### config.mk
export PLATFORM = sky130hd
export DESIGN_NAME = triangle_scanline_edge_walker
export DESIGN_NICKNAME = d
export VERILOG_FILES = /design/src/design/tsew_pkg.sv /design/src/design/tsew_divider.sv /design/src/design/triangle_scanline_edge_walker.sv
export SDC_FILE = /design/constraint.sdc
export NUM_CORES = 2
export LEC_CHECK = 0
export BUFFER_PORTS_ARGS = -buffer_cell sky130_fd_sc_hd__clkbuf_2
export CORE_UTILIZATION = 59
export CTS_BUF_LIST = sky130_fd_sc_hd__clkbuf_8
export CTS_CLUSTER_SIZE = 12
export DETAILED_ROUTE_END_ITERATION = 10
export PLACE_DENSITY = 0.76
export SLEW_MARGIN = 30
export SYNTH_ARGS = -nofsm -noshare
export SYNTH_HDL_FRONTEND = slang
export SYNTH_SLANG_ARGS = --single-unit
### constraint.sdc
create_clock -name clk -period 15.1 [get_ports clk]
set_clock_uncertainty 0.15 [all_clocks]
set_input_delay 1.51 -clock clk [delete_from_list [all_inputs] [get_ports clk]]
set_output_delay 1.51 -clock clk [all_outputs]
set_load 0.01 [all_outputs]
### src/design/tsew_pkg.sv
// ----------------------------------------------------------------------------
// tsew_pkg
// shared types, constants and helpers of the scanline edge walker
// ----------------------------------------------------------------------------
`default_nettype none

package tsew_pkg;

	localparam int COORD_FRAC_BITS = 4;
	localparam int SLOPE_FRAC_BITS = 16;
	localparam int GRAD_ONE        = 65536;
	localparam int DIV_BITS        = 32 + SLOPE_FRAC_BITS;
	localparam int DIV_CNT_W       = $clog2(DIV_BITS + 1);

	localparam logic [1:0] CFG_WIDTH  = 2'd0;
	localparam logic [1:0] CFG_HEIGHT = 2'd1;
	localparam logic [1:0] CFG_NEAR   = 2'd2;

	localparam logic [1:0] EDGE_AB = 2'd0;
	localparam logic [1:0] EDGE_AC = 2'd1;
	localparam logic [1:0] EDGE_BC = 2'd2;

	typedef enum logic [2:0] {
		ST_IDLE,
		ST_DIV_START,
		ST_DIV_WAIT,
		ST_AREA,
		ST_FINISH
	} state_t;

	typedef struct packed {
		logic                start;
		logic [DIV_BITS-1:0] dividend;
		logic [16:0]         divisor;
	} div_req_t;

	typedef struct packed {
		logic                done;
		logic [DIV_BITS-1:0] quotient;
	} div_rsp_t;

	function automatic logic signed [31:0] sat32(input logic signed [33:0] v);
		logic signed [31:0] r;
		begin
			if (v > 34'sh0_7FFF_FFFF) begin
				r = 32'sh7FFF_FFFF;
			end else if (v < -34'sh0_8000_0000) begin
				r = 32'sh8000_0000;
			end else begin
				r = v[31:0];
			end
			return r;
		end
	endfunction

	function automatic logic signed [12:0] trunc_x(input logic signed [31:0] v);
		logic [31:0] mag;
		logic [31:0] w;
		logic signed [12:0] r;
		begin
			mag = v[31] ? 32'(-v) : 32'(v);
			w = mag >> SLOPE_FRAC_BITS;
			if (w > 32'd4096) begin
				r = v[31] ? -13'sd4096 : 13'sd4095;
			end else if (w == 32'd4096) begin
				r = v[31] ? -13'sd4096 : 13'sd4095;
			end else begin
				r = v[31] ? 13'(-$signed({1'b0, w[11:0]})) : $signed({1'b0, w[11:0]});
			end
			return r;
		end
	endfunction

endpackage

`default_nettype wire

### src/design/tsew_divider.sv
// ----------------------------------------------------------------------------
// tsew_divider
// restoring divider, one quotient bit per cycle
// ----------------------------------------------------------------------------
`default_nettype none

module tsew_divider (
	input  wire                     clk,
	input  wire                     arst_n,
	input  tsew_pkg::div_req_t      req,
	output tsew_pkg::div_rsp_t      rsp
);
	import tsew_pkg::*;

	logic [DIV_BITS-1:0]  quo_q;
	logic [16:0]          rem_q;
	logic [16:0]          den_q;
	logic [DIV_CNT_W-1:0] cnt_q;
	logic                 busy_q;
	logic                 done_q;
	logic [17:0]          shifted;
	logic [17:0]          diff;

	assign shifted = {rem_q, quo_q[DIV_BITS-1]};
	assign diff    = shifted - {1'b0, den_q};

	always_ff @(posedge clk or negedge arst_n) begin
		if (!arst_n) begin
			busy_q <= 1'b0;
			done_q <= 1'b0;
			cnt_q  <= '0;
		end else begin
			done_q <= 1'b0;
			if (req.start) begin
				busy_q <= 1'b1;
				cnt_q  <= DIV_CNT_W'(DIV_BITS);
			end else if (busy_q) begin
				cnt_q <= cnt_q - 1'b1;
				if (cnt_q == DIV_CNT_W'(1)) begin
					busy_q <= 1'b0;
					done_q <= 1'b1;
				end
			end
		end
	end

	always_ff @(posedge clk) begin
		if (req.start) begin
			quo_q <= req.dividend;
			rem_q <= '0;
			den_q <= req.divisor;
		end else if (busy_q) begin
			if (!diff[17]) begin
				rem_q <= diff[16:0];
				quo_q <= {quo_q[DIV_BITS-2:0], 1'b1};
			end else begin
				rem_q <= shifted[16:0];
				quo_q <= {quo_q[DIV_BITS-2:0], 1'b0};
			end
		end
	end

	assign rsp.done     = done_q;
	assign rsp.quotient = quo_q;

endmodule

`default_nettype wire

### src/design/triangle_scanline_edge_walker.sv
// ----------------------------------------------------------------------------
// triangle_scanline_edge_walker
// loads a triangle, then hands out one span per step transfer
// ----------------------------------------------------------------------------
//  channel | handshake          | payload
//  in      | in_valid/in_stall  | func, vertex x/y/z
//  out     | out_valid/out_stall| span fields
//  cfg     | cfg_valid/cfg_ready| cfg_index, cfg_data
//
// a step is accepted, then its result sits in the output register
// a load keeps the input stalled after its transfer: six divisions (start,
// 48 quotient bits, done) through one shared bit-serial divider, then the
// area products in ST_AREA and the walk setup in ST_FINISH; a rejected
// load leaves the block idle
// reset returns control state, configuration and outputs to their reset values
// input stalls while busy or while a result waits in the output register
`default_nettype none

module triangle_scanline_edge_walker (
	input  wire               clk,
	input  wire               arst_n,
	input  wire               cfg_valid,
	output logic              cfg_ready,
	input  wire  [1:0]        cfg_index,
	input  wire  [15:0]       cfg_data,
	input  wire               in_valid,
	output logic              in_stall,
	input  wire               func,
	input  wire  [15:0]       ax,
	input  wire  [15:0]       ay,
	input  wire signed [15:0] az,
	input  wire  [15:0]       bx,
	input  wire  [15:0]       by_coord,
	input  wire signed [15:0] bz,
	input  wire  [15:0]       cx,
	input  wire  [15:0]       cy,
	input  wire signed [15:0] cz,
	output logic              out_valid,
	input  wire               out_stall,
	output logic              span_valid,
	output logic [11:0]       row,
	output logic signed [12:0] left_x,
	output logic signed [12:0] right_x,
	output logic [16:0]       left_grad,
	output logic [16:0]       right_grad,
	output logic [1:0]        left_from,
	output logic [1:0]        left_to,
	output logic [1:0]        right_from,
	output logic [1:0]        right_to,
	output logic              last
);
	import tsew_pkg::*;

	// configuration
	logic [11:0] width_q, height_q;
	logic [15:0] near_q;

	// triangle state
	logic               active_q;
	logic [1:0]         ord_q [3];
	logic [15:0]        mid_y_q;
	logic signed [31:0] slope_q [3];
	logic [16:0]        gstep_q [3];
	logic [16:0]        gacc_q [3];
	logic signed [31:0] xacc_q [3];
	logic               b_left_q;
	logic [11:0]        cur_row_q, end_row_q;

	// sorted vertices held during a load
	logic [15:0] sax_q, say_q, sbx_q, sby_q, scx_q, scy_q;
	logic [2:0]  job_q;          // 0..5: slope AB, AC, BC, recip AB, AC, BC
	logic [1:0]  job_idx;        // edge that the current job writes
	logic        neg_q;
	logic signed [33:0] prod1_s1, prod2_s1;

	state_t state_q, state_d;

	div_req_t dreq;
	div_rsp_t drsp;

	tsew_divider u_div (
		.clk    (clk),
		.arst_n (arst_n),
		.req    (dreq),
		.rsp    (drsp)
	);

	logic in_fire, out_fire, busy;
	assign busy      = (state_q != ST_IDLE);
	assign in_stall  = busy || out_valid;
	assign in_fire   = in_valid && !in_stall;
	assign out_fire  = out_valid && !out_stall;
	assign cfg_ready = 1'b1;
	assign job_idx   = (job_q < 3'd3) ? job_q[1:0] : 2'(job_q - 3'd3);

	// accept checks and stable sort
	logic [15:0] px [3], py [3];
	logic signed [15:0] pz [3];
	logic [15:0] xmax, ymax;
	logic        reject;
	logic [1:0]  o0, o1, o2, t;
	always_comb begin
		px[0] = ax; px[1] = bx; px[2] = cx;
		py[0] = ay; py[1] = by_coord; py[2] = cy;
		pz[0] = az; pz[1] = bz; pz[2] = cz;
		xmax = {width_q, 4'd0};
		ymax = {height_q, 4'd0};
		reject = 1'b0;
		for (int i = 0; i < 3; i++) begin
			if (px[i] > xmax || py[i] > ymax) reject = 1'b1;
			if ($signed({pz[i][15], pz[i]}) <= $signed({1'b0, near_q})) reject = 1'b1;
		end
		t  = 2'd0;
		o0 = 2'd0; o1 = 2'd1; o2 = 2'd2;
		if (py[o0] > py[o1]) begin t = o0; o0 = o1; o1 = t; end
		if (py[o1] > py[o2]) begin t = o1; o1 = o2; o2 = t; end
		if (py[o0] > py[o1]) begin t = o0; o0 = o1; o1 = t; end
	end

	// shared divider operand selection
	logic signed [16:0] dx_sel;
	logic [16:0]        dy_sel;
	logic [16:0]        mag;
	always_comb begin
		case (job_q)
			3'd0, 3'd3: begin
				dx_sel = $signed({1'b0, sbx_q}) - $signed({1'b0, sax_q});
				dy_sel = {1'b0, sby_q} - {1'b0, say_q};
			end
			3'd1, 3'd4: begin
				dx_sel = $signed({1'b0, scx_q}) - $signed({1'b0, sax_q});
				dy_sel = {1'b0, scy_q} - {1'b0, say_q};
			end
			default: begin
				dx_sel = $signed({1'b0, scx_q}) - $signed({1'b0, sbx_q});
				dy_sel = {1'b0, scy_q} - {1'b0, sby_q};
			end
		endcase
		mag = dx_sel[16] ? 17'(-dx_sel) : 17'(dx_sel);
		dreq.start   = (state_q == ST_DIV_START);
		dreq.divisor = dy_sel;
		if (job_q < 3'd3) begin
			dreq.dividend = DIV_BITS'({mag, SLOPE_FRAC_BITS'(0)});
		end else begin
			dreq.dividend = DIV_BITS'(1) << (16 + COORD_FRAC_BITS);
		end
	end

	// divider result post-processing
	logic signed [31:0] slope_res;
	logic [16:0]        recip_res;
	always_comb begin
		if (dy_sel == '0) begin
			slope_res = '0;
		end else if (neg_q) begin
			slope_res = (drsp.quotient > DIV_BITS'(33'h0_8000_0000))
				? 32'sh8000_0000 : 32'(-$signed({1'b0, drsp.quotient[31:0]}));
		end else begin
			slope_res = (drsp.quotient > DIV_BITS'(32'h7FFF_FFFF))
				? 32'sh7FFF_FFFF : $signed(drsp.quotient[31:0]);
		end
		if (dy_sel == '0 || drsp.quotient > DIV_BITS'(GRAD_ONE)) begin
			recip_res = 17'(GRAD_ONE);
		end else begin
			recip_res = drsp.quotient[16:0];
		end
	end

	// sequencer
	always_comb begin
		state_d = state_q;
		case (state_q)
			ST_IDLE:      if (in_fire && !func && !reject) state_d = ST_DIV_START;
			ST_DIV_START: state_d = ST_DIV_WAIT;
			ST_DIV_WAIT:  if (drsp.done) state_d = (job_q == 3'd5) ? ST_AREA : ST_DIV_START;
			ST_AREA:      state_d = ST_FINISH;
			ST_FINISH:    state_d = ST_IDLE;
			default:      state_d = ST_IDLE;
		endcase
	end

	// span selection for a step
	logic        upper, is_last;
	logic [1:0]  le, re, lf, lt, rf, rt;
	always_comb begin
		is_last = ({1'b0, cur_row_q} + 13'd1) >= {1'b0, end_row_q};
		upper   = ({4'd0, cur_row_q} + 16'd1) << COORD_FRAC_BITS < {4'd0, mid_y_q};
		if (upper) begin
			if (b_left_q) begin
				le = EDGE_AB; re = EDGE_AC; lf = 2'd0; lt = 2'd1; rf = 2'd0; rt = 2'd2;
			end else begin
				le = EDGE_AC; re = EDGE_AB; lf = 2'd0; lt = 2'd2; rf = 2'd0; rt = 2'd1;
			end
		end else begin
			if (b_left_q) begin
				le = EDGE_BC; re = EDGE_AC; lf = 2'd1; lt = 2'd2; rf = 2'd0; rt = 2'd2;
			end else begin
				le = EDGE_AC; re = EDGE_BC; lf = 2'd0; lt = 2'd2; rf = 2'd1; rt = 2'd2;
			end
		end
	end

	logic [17:0] gsum [3];
	always_comb begin
		for (int e = 0; e < 3; e++) begin
			gsum[e] = {1'b0, gacc_q[e]} + {1'b0, gstep_q[e]};
		end
	end

	always_ff @(posedge clk or negedge arst_n) begin
		if (!arst_n) begin
			state_q    <= ST_IDLE;
			width_q    <= 12'd640;
			height_q   <= 12'd480;
			near_q     <= 16'd32;
			active_q   <= 1'b0;
			out_valid  <= 1'b0;
			job_q      <= '0;
			neg_q      <= 1'b0;
			mid_y_q    <= '0;
			b_left_q   <= 1'b0;
			cur_row_q  <= '0;
			end_row_q  <= '0;
			span_valid <= 1'b0;
			row        <= '0;
			left_x     <= '0;
			right_x    <= '0;
			left_grad  <= '0;
			right_grad <= '0;
			left_from  <= '0;
			left_to    <= '0;
			right_from <= '0;
			right_to   <= '0;
			last       <= 1'b0;
			for (int i = 0; i < 3; i++) begin
				ord_q[i]   <= '0;
				slope_q[i] <= '0;
				gstep_q[i] <= '0;
				gacc_q[i]  <= '0;
				xacc_q[i]  <= '0;
			end
		end else begin
			state_q <= state_d;
			if (cfg_valid) begin
				case (cfg_index)
					CFG_WIDTH:  width_q  <= cfg_data[11:0];
					CFG_HEIGHT: height_q <= cfg_data[11:0];
					CFG_NEAR:   near_q   <= cfg_data;
					default:    ;
				endcase
			end
			if (out_fire) out_valid <= 1'b0;

			if (in_fire && !func) begin
				// any load ends the current triangle
				active_q <= 1'b0;
				job_q    <= '0;
				if (!reject) begin
					ord_q[0] <= o0; ord_q[1] <= o1; ord_q[2] <= o2;
					mid_y_q  <= py[o1];
				end
			end else if (in_fire) begin
				out_valid  <= 1'b1;
				span_valid <= active_q;
				if (!active_q) begin
					row <= '0; left_x <= '0; right_x <= '0;
					left_grad <= '0; right_grad <= '0;
					left_from <= '0; left_to <= '0; right_from <= '0; right_to <= '0;
					last <= 1'b0;
				end else begin
					row        <= cur_row_q;
					left_x     <= trunc_x(xacc_q[le]);
					right_x    <= trunc_x(xacc_q[re]);
					left_grad  <= gacc_q[le];
					right_grad <= gacc_q[re];
					left_from  <= ord_q[lf];
					left_to    <= ord_q[lt];
					right_from <= ord_q[rf];
					right_to   <= ord_q[rt];
					last       <= is_last;
					for (int e = 0; e < 3; e++) begin
						if (e == 1 || (e == 0 && upper) || (e == 2 && !upper)) begin
							gacc_q[e] <= (gsum[e] > 18'(GRAD_ONE)) ? 17'(GRAD_ONE) : gsum[e][16:0];
							xacc_q[e] <= sat32(34'(xacc_q[e]) + 34'(slope_q[e]));
						end
					end
					cur_row_q <= cur_row_q + 12'd1;
					if (is_last) active_q <= 1'b0;
				end
			end

			if (state_q == ST_DIV_START) neg_q <= dx_sel[16];
			if (state_q == ST_DIV_WAIT && drsp.done) begin
				if (job_q < 3'd3) slope_q[job_idx] <= slope_res;
				else gstep_q[job_idx] <= recip_res;
				job_q <= job_q + 3'd1;
			end
			if (state_q == ST_FINISH) begin
				for (int e = 0; e < 3; e++) gacc_q[e] <= '0;
				// start x moves from Q12.4 to Q16.16: A for edges AB and AC, B for BC
				xacc_q[0] <= $signed({4'd0, sax_q, 12'd0});
				xacc_q[1] <= $signed({4'd0, sax_q, 12'd0});
				xacc_q[2] <= $signed({4'd0, sbx_q, 12'd0});
				b_left_q  <= (prod1_s1 - prod2_s1) < 0;
				cur_row_q <= say_q[15:4];
				end_row_q <= scy_q[15:4];
				active_q  <= say_q[15:4] < scy_q[15:4];
			end
		end
	end

	// sorted vertex capture and area products
	always_ff @(posedge clk) begin
		if (in_fire && !func) begin
			sax_q <= px[o0]; say_q <= py[o0];
			sbx_q <= px[o1]; sby_q <= py[o1];
			scx_q <= px[o2]; scy_q <= py[o2];
		end
		if (state_q == ST_AREA) begin
			prod1_s1 <= 34'(($signed({1'b0, sbx_q}) - $signed({1'b0, sax_q}))
				* ($signed({1'b0, scy_q}) - $signed({1'b0, say_q})));
			prod2_s1 <= 34'(($signed({1'b0, scx_q}) - $signed({1'b0, sax_q}))
				* ($signed({1'b0, sby_q}) - $signed({1'b0, say_q})));
		end
	end

endmodule

`default_nettype wire
Yosys cells after proc, flatten, opt, wreduce, memory -nomap -nowiden
Cells that the tools add are included.
Widths: inputs -> output; s select.

word-level totals
  register bits after elaboration = 726
  bits in latches = 0
  memory bits (writable) = 0
  bits in read-only memories = 0
  input port bits = 168
  output and inout bits = 85
  word-level logic and storage cells = 361
  memories = 0

operators by class
  add/subtract/negate cells = 30
  multiply operators = 2
  divide/modulo/power cells = 0
  order comparisons = 45
  eq/ne operators = 17
  shift-type cells = 0
  mux-type cells = 160
  bitwise gates (word level) = 16
  reduce and logical (&&, ||, !) cells = 39

operators by type and width
  cell                  number
  $mux 32               19
  $mux 96               4
  $bmux 16 s2           9
  $mux 16               18
  $mux 17               15
  $mux 51               4
  $sub 16x16->17        10
  $gt 16x16->1          9
  $mux 13               10
  $bmux 32 s2           2
  $add 32x32->33        3
  $gt 33x32->1 const B  3
  $lt 33x32->1 const B  3
  $bwmux 96             1
  $mux 48               2
  $neg 32->32           3
  $bmux 17 s2           2
  $mul 17x17->34        2
  $pmux 17 s2           2
  $demux 32 s2          1
  $mux 12               5
  $add 17x17->18        3
  $gt 18x17->1 const B  3
  $bwmux 51             1
  52 further kinds      175

Logic depth before layout (Yosys ltp)
  depth in word-level cells = 18
  mapped depth = 41
  mapped depth without buffers = 37

By module
A second synthesis with hierarchy kept.

unflattened totals
  cell total of the unflattened synthesis = 8348
  area total of the unflattened synthesis = 74036.0 µm²

by module, submodules not included
  module                         times used  cells each  area each (µm²)  sequential area each (µm²)
  triangle_scanline_edge_walker  1           7943        69317.7          16744.8
  tsew_divider                   1           405         4718.3           2492.4

Worst setup path after synthesis
No wires, ideal clock.

  path type = input to register
  from = input port by_coord[3]
  to = register sbx_q[10], data pin
  library setup time = 268 ps
  arrival time = 8933 ps
  required time = 14682 ps
  slack = 5749 ps
  cell stages on the path = 40
  path buffers = 5
  path through = inv_1 ha_1 nand3_1 o221ai_1 a21o_1 a21o_1 a21o_1 a21o_1 a21oi_1 a31oi_1 clkbuf_1 buf_1 mux2i_1 inv_1 ha_1 nor2b_1 o21a_1 o21a_1 [4 not listed] o21ai_1 clkbuf_1 nand2_1 o21ai_0 ha_1 nor2b_1 o21a_1 o21a_1 o21a_1 o21a_1 o21a_1 o21ai_0 a21boi_1 a21oi_1 clkbuf_1 buf_1 mux2i_1 o21ai_0

between the ends
  word-level cells in the longest chain between the ends = 18
  elaborated cells between the ends (all ways) = 23
  classes of those cells = order compare (3); mux (16); bitwise (4)

RTL lines
  element                                         RTL line                              source
  start, declared                                 triangle_scanline_edge_walker.sv:33   input wire [15:0] by_coord,
  $gt 16x16->1                                    triangle_scanline_edge_walker.sv:115  if (py[o0] > py[o1]) begin t = o0; o0 = o1; o1 = t; end
  $mux 1                                          triangle_scanline_edge_walker.sv:115
  $not 2->3 (not written as such)                 triangle_scanline_edge_walker.sv:116  if (py[o1] > py[o2]) begin t = o1; o1 = o2; o2 = t; end
  $bmux 16 s2                                     triangle_scanline_edge_walker.sv:116
  $mux 16 (not written as such) (2 in a row)      triangle_scanline_edge_walker.sv:116
  $gt 16x16->1                                    triangle_scanline_edge_walker.sv:116
  $mux 2                                          triangle_scanline_edge_walker.sv:116
  $not 2->3 (not written as such)                 triangle_scanline_edge_walker.sv:117  if (py[o0] > py[o1]) begin t = o0; o0 = o1; o1 = t; end
  $bmux 16 s2                                     triangle_scanline_edge_walker.sv:117
  $mux 16 (not written as such) (2 in a row)      triangle_scanline_edge_walker.sv:117
  $gt 16x16->1                                    triangle_scanline_edge_walker.sv:117
  $mux 2 (*)                                      triangle_scanline_edge_walker.sv:117
  $not 2->3 (not written as such) (*)             triangle_scanline_edge_walker.sv:316  sbx_q <= px[o1]; sby_q <= py[o1];
  $bmux 16 s2 (*)                                 triangle_scanline_edge_walker.sv:316
  $mux 16 (not written as such) (*) (2 in a row)  triangle_scanline_edge_walker.sv:316
  end signal, assigned                            triangle_scanline_edge_walker.sv:316
  end, declared                                   triangle_scanline_edge_walker.sv:70   logic [15:0] sax_q, say_q, sbx_q, sby_q, scx_q, scy_q;

Every way passes the cells marked *; elsewhere a longest branch is shown, timed or not. The select of a mux whose other input is x is not followed.
A chain may end at the register's enable or synchronous reset.

Worst setup path in the final report
  from = register sax_q[8]
  to = register prod1_s1[32], data pin

between the ends
  word-level cells in the longest chain between the ends = 2

RTL lines
  element                 RTL line                              source
  start, declared         triangle_scanline_edge_walker.sv:70
  start signal, assigned  triangle_scanline_edge_walker.sv:315  sax_q <= px[o0]; say_q <= py[o0];
  $sub 16x16->17          triangle_scanline_edge_walker.sv:320  prod1_s1 <= 34'(($signed({1'b0, sbx_q}) - $signed({1'b0, sax_q}))
  $mul 17x17->34          triangle_scanline_edge_walker.sv:321  * ($signed({1'b0, scy_q}) - $signed({1'b0, say_q})));
  end signal, assigned    triangle_scanline_edge_walker.sv:320
  end, declared           triangle_scanline_edge_walker.sv:74   logic signed [33:0] prod1_s1, prod2_s1;

No other way between the ends.

==> out/qor.yml <==
worst_setup_path:
  crit_path_leading_delay_family: "adder cells"
  timing_worst_setup_path_type: "reg2reg"
  r2r_slack_ps: 4350
  worst_setup_path_start_kind: "flop"
  crit_buf_inv: 5
  critical-path-slowest-cell: "sky130_fd_sc_hd__xor2_1"
  critical_path_arrival_ps: 11290
  critPathMaxFanout: 6
  path_common_cell: "sky130_fd_sc_hd__fa_1"
  critical_path_s_largest_stage_delay_ps: 720
  critPathCaptureType: "flop"
  worst-endpoint-required_ps: 15640
timing:
  timing.final.crit_share: 0.7121
  setup_failing_eps_final: 0
  timing.max_slew.rel_slack: 0.2751
  final_max_slew_viol_count: 0
  fin_crit_ps: 10750
  transition_at_the_pin_with_the_smallest_max_transition_slack_ps: 1082
  setup_tns_ps: 0
  max_freq_mhz: 93.00
  finalHoldViolations: 0
  setup_repair_after_global_routing_missed_its_margin: "false"
power:
  pwr-share-seq: 0.443
  comb_power_share: 0.134
  static-leakage-power_nw: 39.44
  power_density_over_cell_area_mw_per_mm2: 59.44
  net_sw_frac: 0.2852
  clock_power_share: 0.423
  peakVddDrop_mv: 0.09508
  power.net_switching_mw: 1.342
  cell_internal_pwr_mw: 3.363
clocking:
  cts_max_path_buffers: 3
  cts_hold_buf: 0
  worstSkewPairLatency_ps: 910
  clockRootBuffer: "sky130_fd_sc_hd__clkbuf_8"
  clock_pin_slew_of_the_registers_on_the_worst_case_setup_and_hold_paths_ps: 60
  cts.htree.levels: 4
  number_of_buffers_inserted_to_repair_setup_after_cts: 0
  tritoncts: "done"
  cts_buffers: 137
  clkSinkCount: 726
  cts-resized-gates: 0
yosys:
  yosys_warnings: 0
  synthesis.area_per_instance_um2: 8.992
  synth-seq-cells: 726
  synth_sequential_area_ratio: 0.2638
  synth_cell_types: 109
  most_numerous_cell_types_in_the_synthesized_netlist: "1028 x sky130_fd_sc_hd__inv_1, 934 x sky130_fd_sc_hd__nand2_1, 681 x sky130_fd_sc_hd__ha_1, 624 x sky130_fd_sc_hd__nor2_1, 606 x sky130_fd_sc_hd__fa_1"
  netlist_area_mm2: 0.07291
  ys_top_cells_by_area: "sky130_fd_sc_hd__fa_1 17%, sky130_fd_sc_hd__dfrtp_1 16%, sky130_fd_sc_hd__ha_1 12%, sky130_fd_sc_hd__edfxtp_1 9.4%, sky130_fd_sc_hd__inv_1 5.3%"
  leading_cell_type_by_number_of_instances_after_synthesis: "sky130_fd_sc_hd__inv_1"
  synth_top_cell_area_share: 0.1664
  synth_top_area_cell: "sky130_fd_sc_hd__fa_1"
  synth_flop_cell: "sky130_fd_sc_hd__dfrtp_1"
  synth_nets: 9564
  ys_async_sr_fraction: 0.6612
  syn-instance-count: 8109
  synth-edff-count: 229
drt:
  via_per_inst: 6.171
  iteration_count_of_the_initial_detailed_routing_pass: 8
  postRouteAntennaNets: 0
  post-route-drc-count: 0
  route.final.wire_length_um: 233500
  via_count: 61964
  drtIter0Drc: 6460
  routedWlPerCell_um: 23.25
job:
  max_cap_violations: 0
place:
  dp.final_hpwl_um: 185600
  number_of_placed_instances_with_taps_included: 9789
  port_buffers: 251
  globalplace.congestion: 1.000
  placed_cell_area_mm2: 0.07620
floorplan:
  row_count: 128
  die-area_mm2: 0.1250
  floorplan.die.height_um: 353.5
  core_region_area_mm2: 0.1222
  floorplan.initialDensity: 0.5967
  io-pin-count: 253
  die_x_um: 353.5
cells_and_area:
  area_growth_syn_to_layout_pct: 8.570
  design_area_mm2: 0.07916
  final_core_util: 0.6478
  share_of_post_route_cells_with_drive_strength_above_1: 0.09794
  fin_cells: 10041
  layout.nets: 9761
global_routing:
  vias_in_the_first_global_route: 61385
  antenna_found_initial: 9
  global_route.usage.total: 0.3738
  largest_net_degree_at_the_start_of_global_routing: 156
  grt_first_pass_wirelength_um: 358400
  grt_overflow_total: 0
status:
  run_status: "finished clean"
worst_hold_path:
  min-delay-path-class: "reg2reg"
cells by family (layout without fill, tap and decap cells):
family,count (synthesis),in the layout,synth area share
flops,726,726,0.2638
xor+xnor,348,348,0.04216
other cells,1,4,0.00005143
simple gates,2399,2399,0.1508
mux,218,218,0.03130
buf+inv,1334,1638,0.06912
fa+ha+maj,1288,1288,0.2834
compound gates,1795,1795,0.1593
layout by cell type, fill, tap and decap left out, types with 102 or more instances in the layout:
master                        n
sky130_fd_sc_hd__clkbuf_2   250
sky130_fd_sc_hd__nand3_1    120
sky130_fd_sc_hd__a21oi_1    393
sky130_fd_sc_hd__xnor2_1    210
sky130_fd_sc_hd__clkbuf_8   163
sky130_fd_sc_hd__inv_1     1066
sky130_fd_sc_hd__mux2i_1    137
sky130_fd_sc_hd__o21ai_0    545
sky130_fd_sc_hd__nor2_1     615
sky130_fd_sc_hd__nand2_1    932
sky130_fd_sc_hd__nor2b_1    125
sky130_fd_sc_hd__fa_1       606
sky130_fd_sc_hd__buf_4      102
sky130_fd_sc_hd__edfxtp_1   229
sky130_fd_sc_hd__xor2_1     112
sky130_fd_sc_hd__ha_1       681
sky130_fd_sc_hd__dfrtp_1    472
sky130_fd_sc_hd__nor3_1     126
sky130_fd_sc_hd__a21o_1     156
registers in the layout (all words and copies together), names as in the netlist, 17 cells and up:
signal,count
slope_q,96
xacc_q,96
gacc_q,51
gstep_q,51
u_div.quo_q,48
prod1_s1,34
prod2_s1,34
left_grad,17
right_grad,17
u_div.den_q,17
u_div.rem_q,17
final cells by class:
type	count	area, um2
multi-input cells	6049	49060
fillers	10221	43030
flip-flops and latches	726	19240
inverters	1031	3870
clock buffers	163	2243
repair buffers	361	2180
well taps	1625	2033
clock inverters	83	526.8
diodes	3	7.507
worst min-delay path: cells and delay by family, from the launching register on:
| kind | cells | cell delay, ps |
|---|---|---|
| DFF | 1 | 340 |
| AOI/OAI and AO/OA | 1 | 60 |
| and+or+nand+nor | 1 | 50 |
stage by stage:
stage	power, mW	hold WS [ps]	worst slack [ps]
final	4.705	325.7	4347
after floorplan	2.508	300.0	5749
after global routing	4.882	354.6	3849
after global placement	2.723	310.9	4318
after detailed placement	2.735	320.5	4265
after CTS	4.722	334.4	4508
per-layer routing:
layer,track usage,part of all wire,wire (um),up-vias
met1,0.5135,0.41,96160,30285
met4,0.1668,0.049,11540,14
li1,-,-,-,28083
met5,0,0.00039,90,-
met3,0.08613,0.10,24120,619
met2,0.5647,0.44,101600,2963
power by group through the flow:
stage	registers [mW]	logic, mW	clock network (mW)
finish	2.08	0.631	1.99
global route	2.08	0.694	2.10
CTS	2.08	0.616	2.02
detailed placement	2.12	0.613	0
global placement	2.12	0.603	0
floorplan	2.11	0.394	0
final timing paths:
path | start | to | cells after the start
max | sax_q[8]$_DFFE_PP_ | prod1_s1[32]$_DFFE_PP_ | 33
min | right_grad[12]$_DFFE_PN0P_ | right_grad[12]$_DFFE_PN0P_ | 2
max reg2reg | sax_q[8]$_DFFE_PP_ | prod1_s1[32]$_DFFE_PP_ | 33
min reg2reg | right_grad[12]$_DFFE_PN0P_ | right_grad[12]$_DFFE_PN0P_ | 2
max in group asynchronous | arst_n | right_from[1]$_DFFE_PN0P_ | 4
min in group asynchronous | arst_n | gstep_q[4]$_DFFE_PN0P_ | 1
Power figures use the tool's default switching activity.
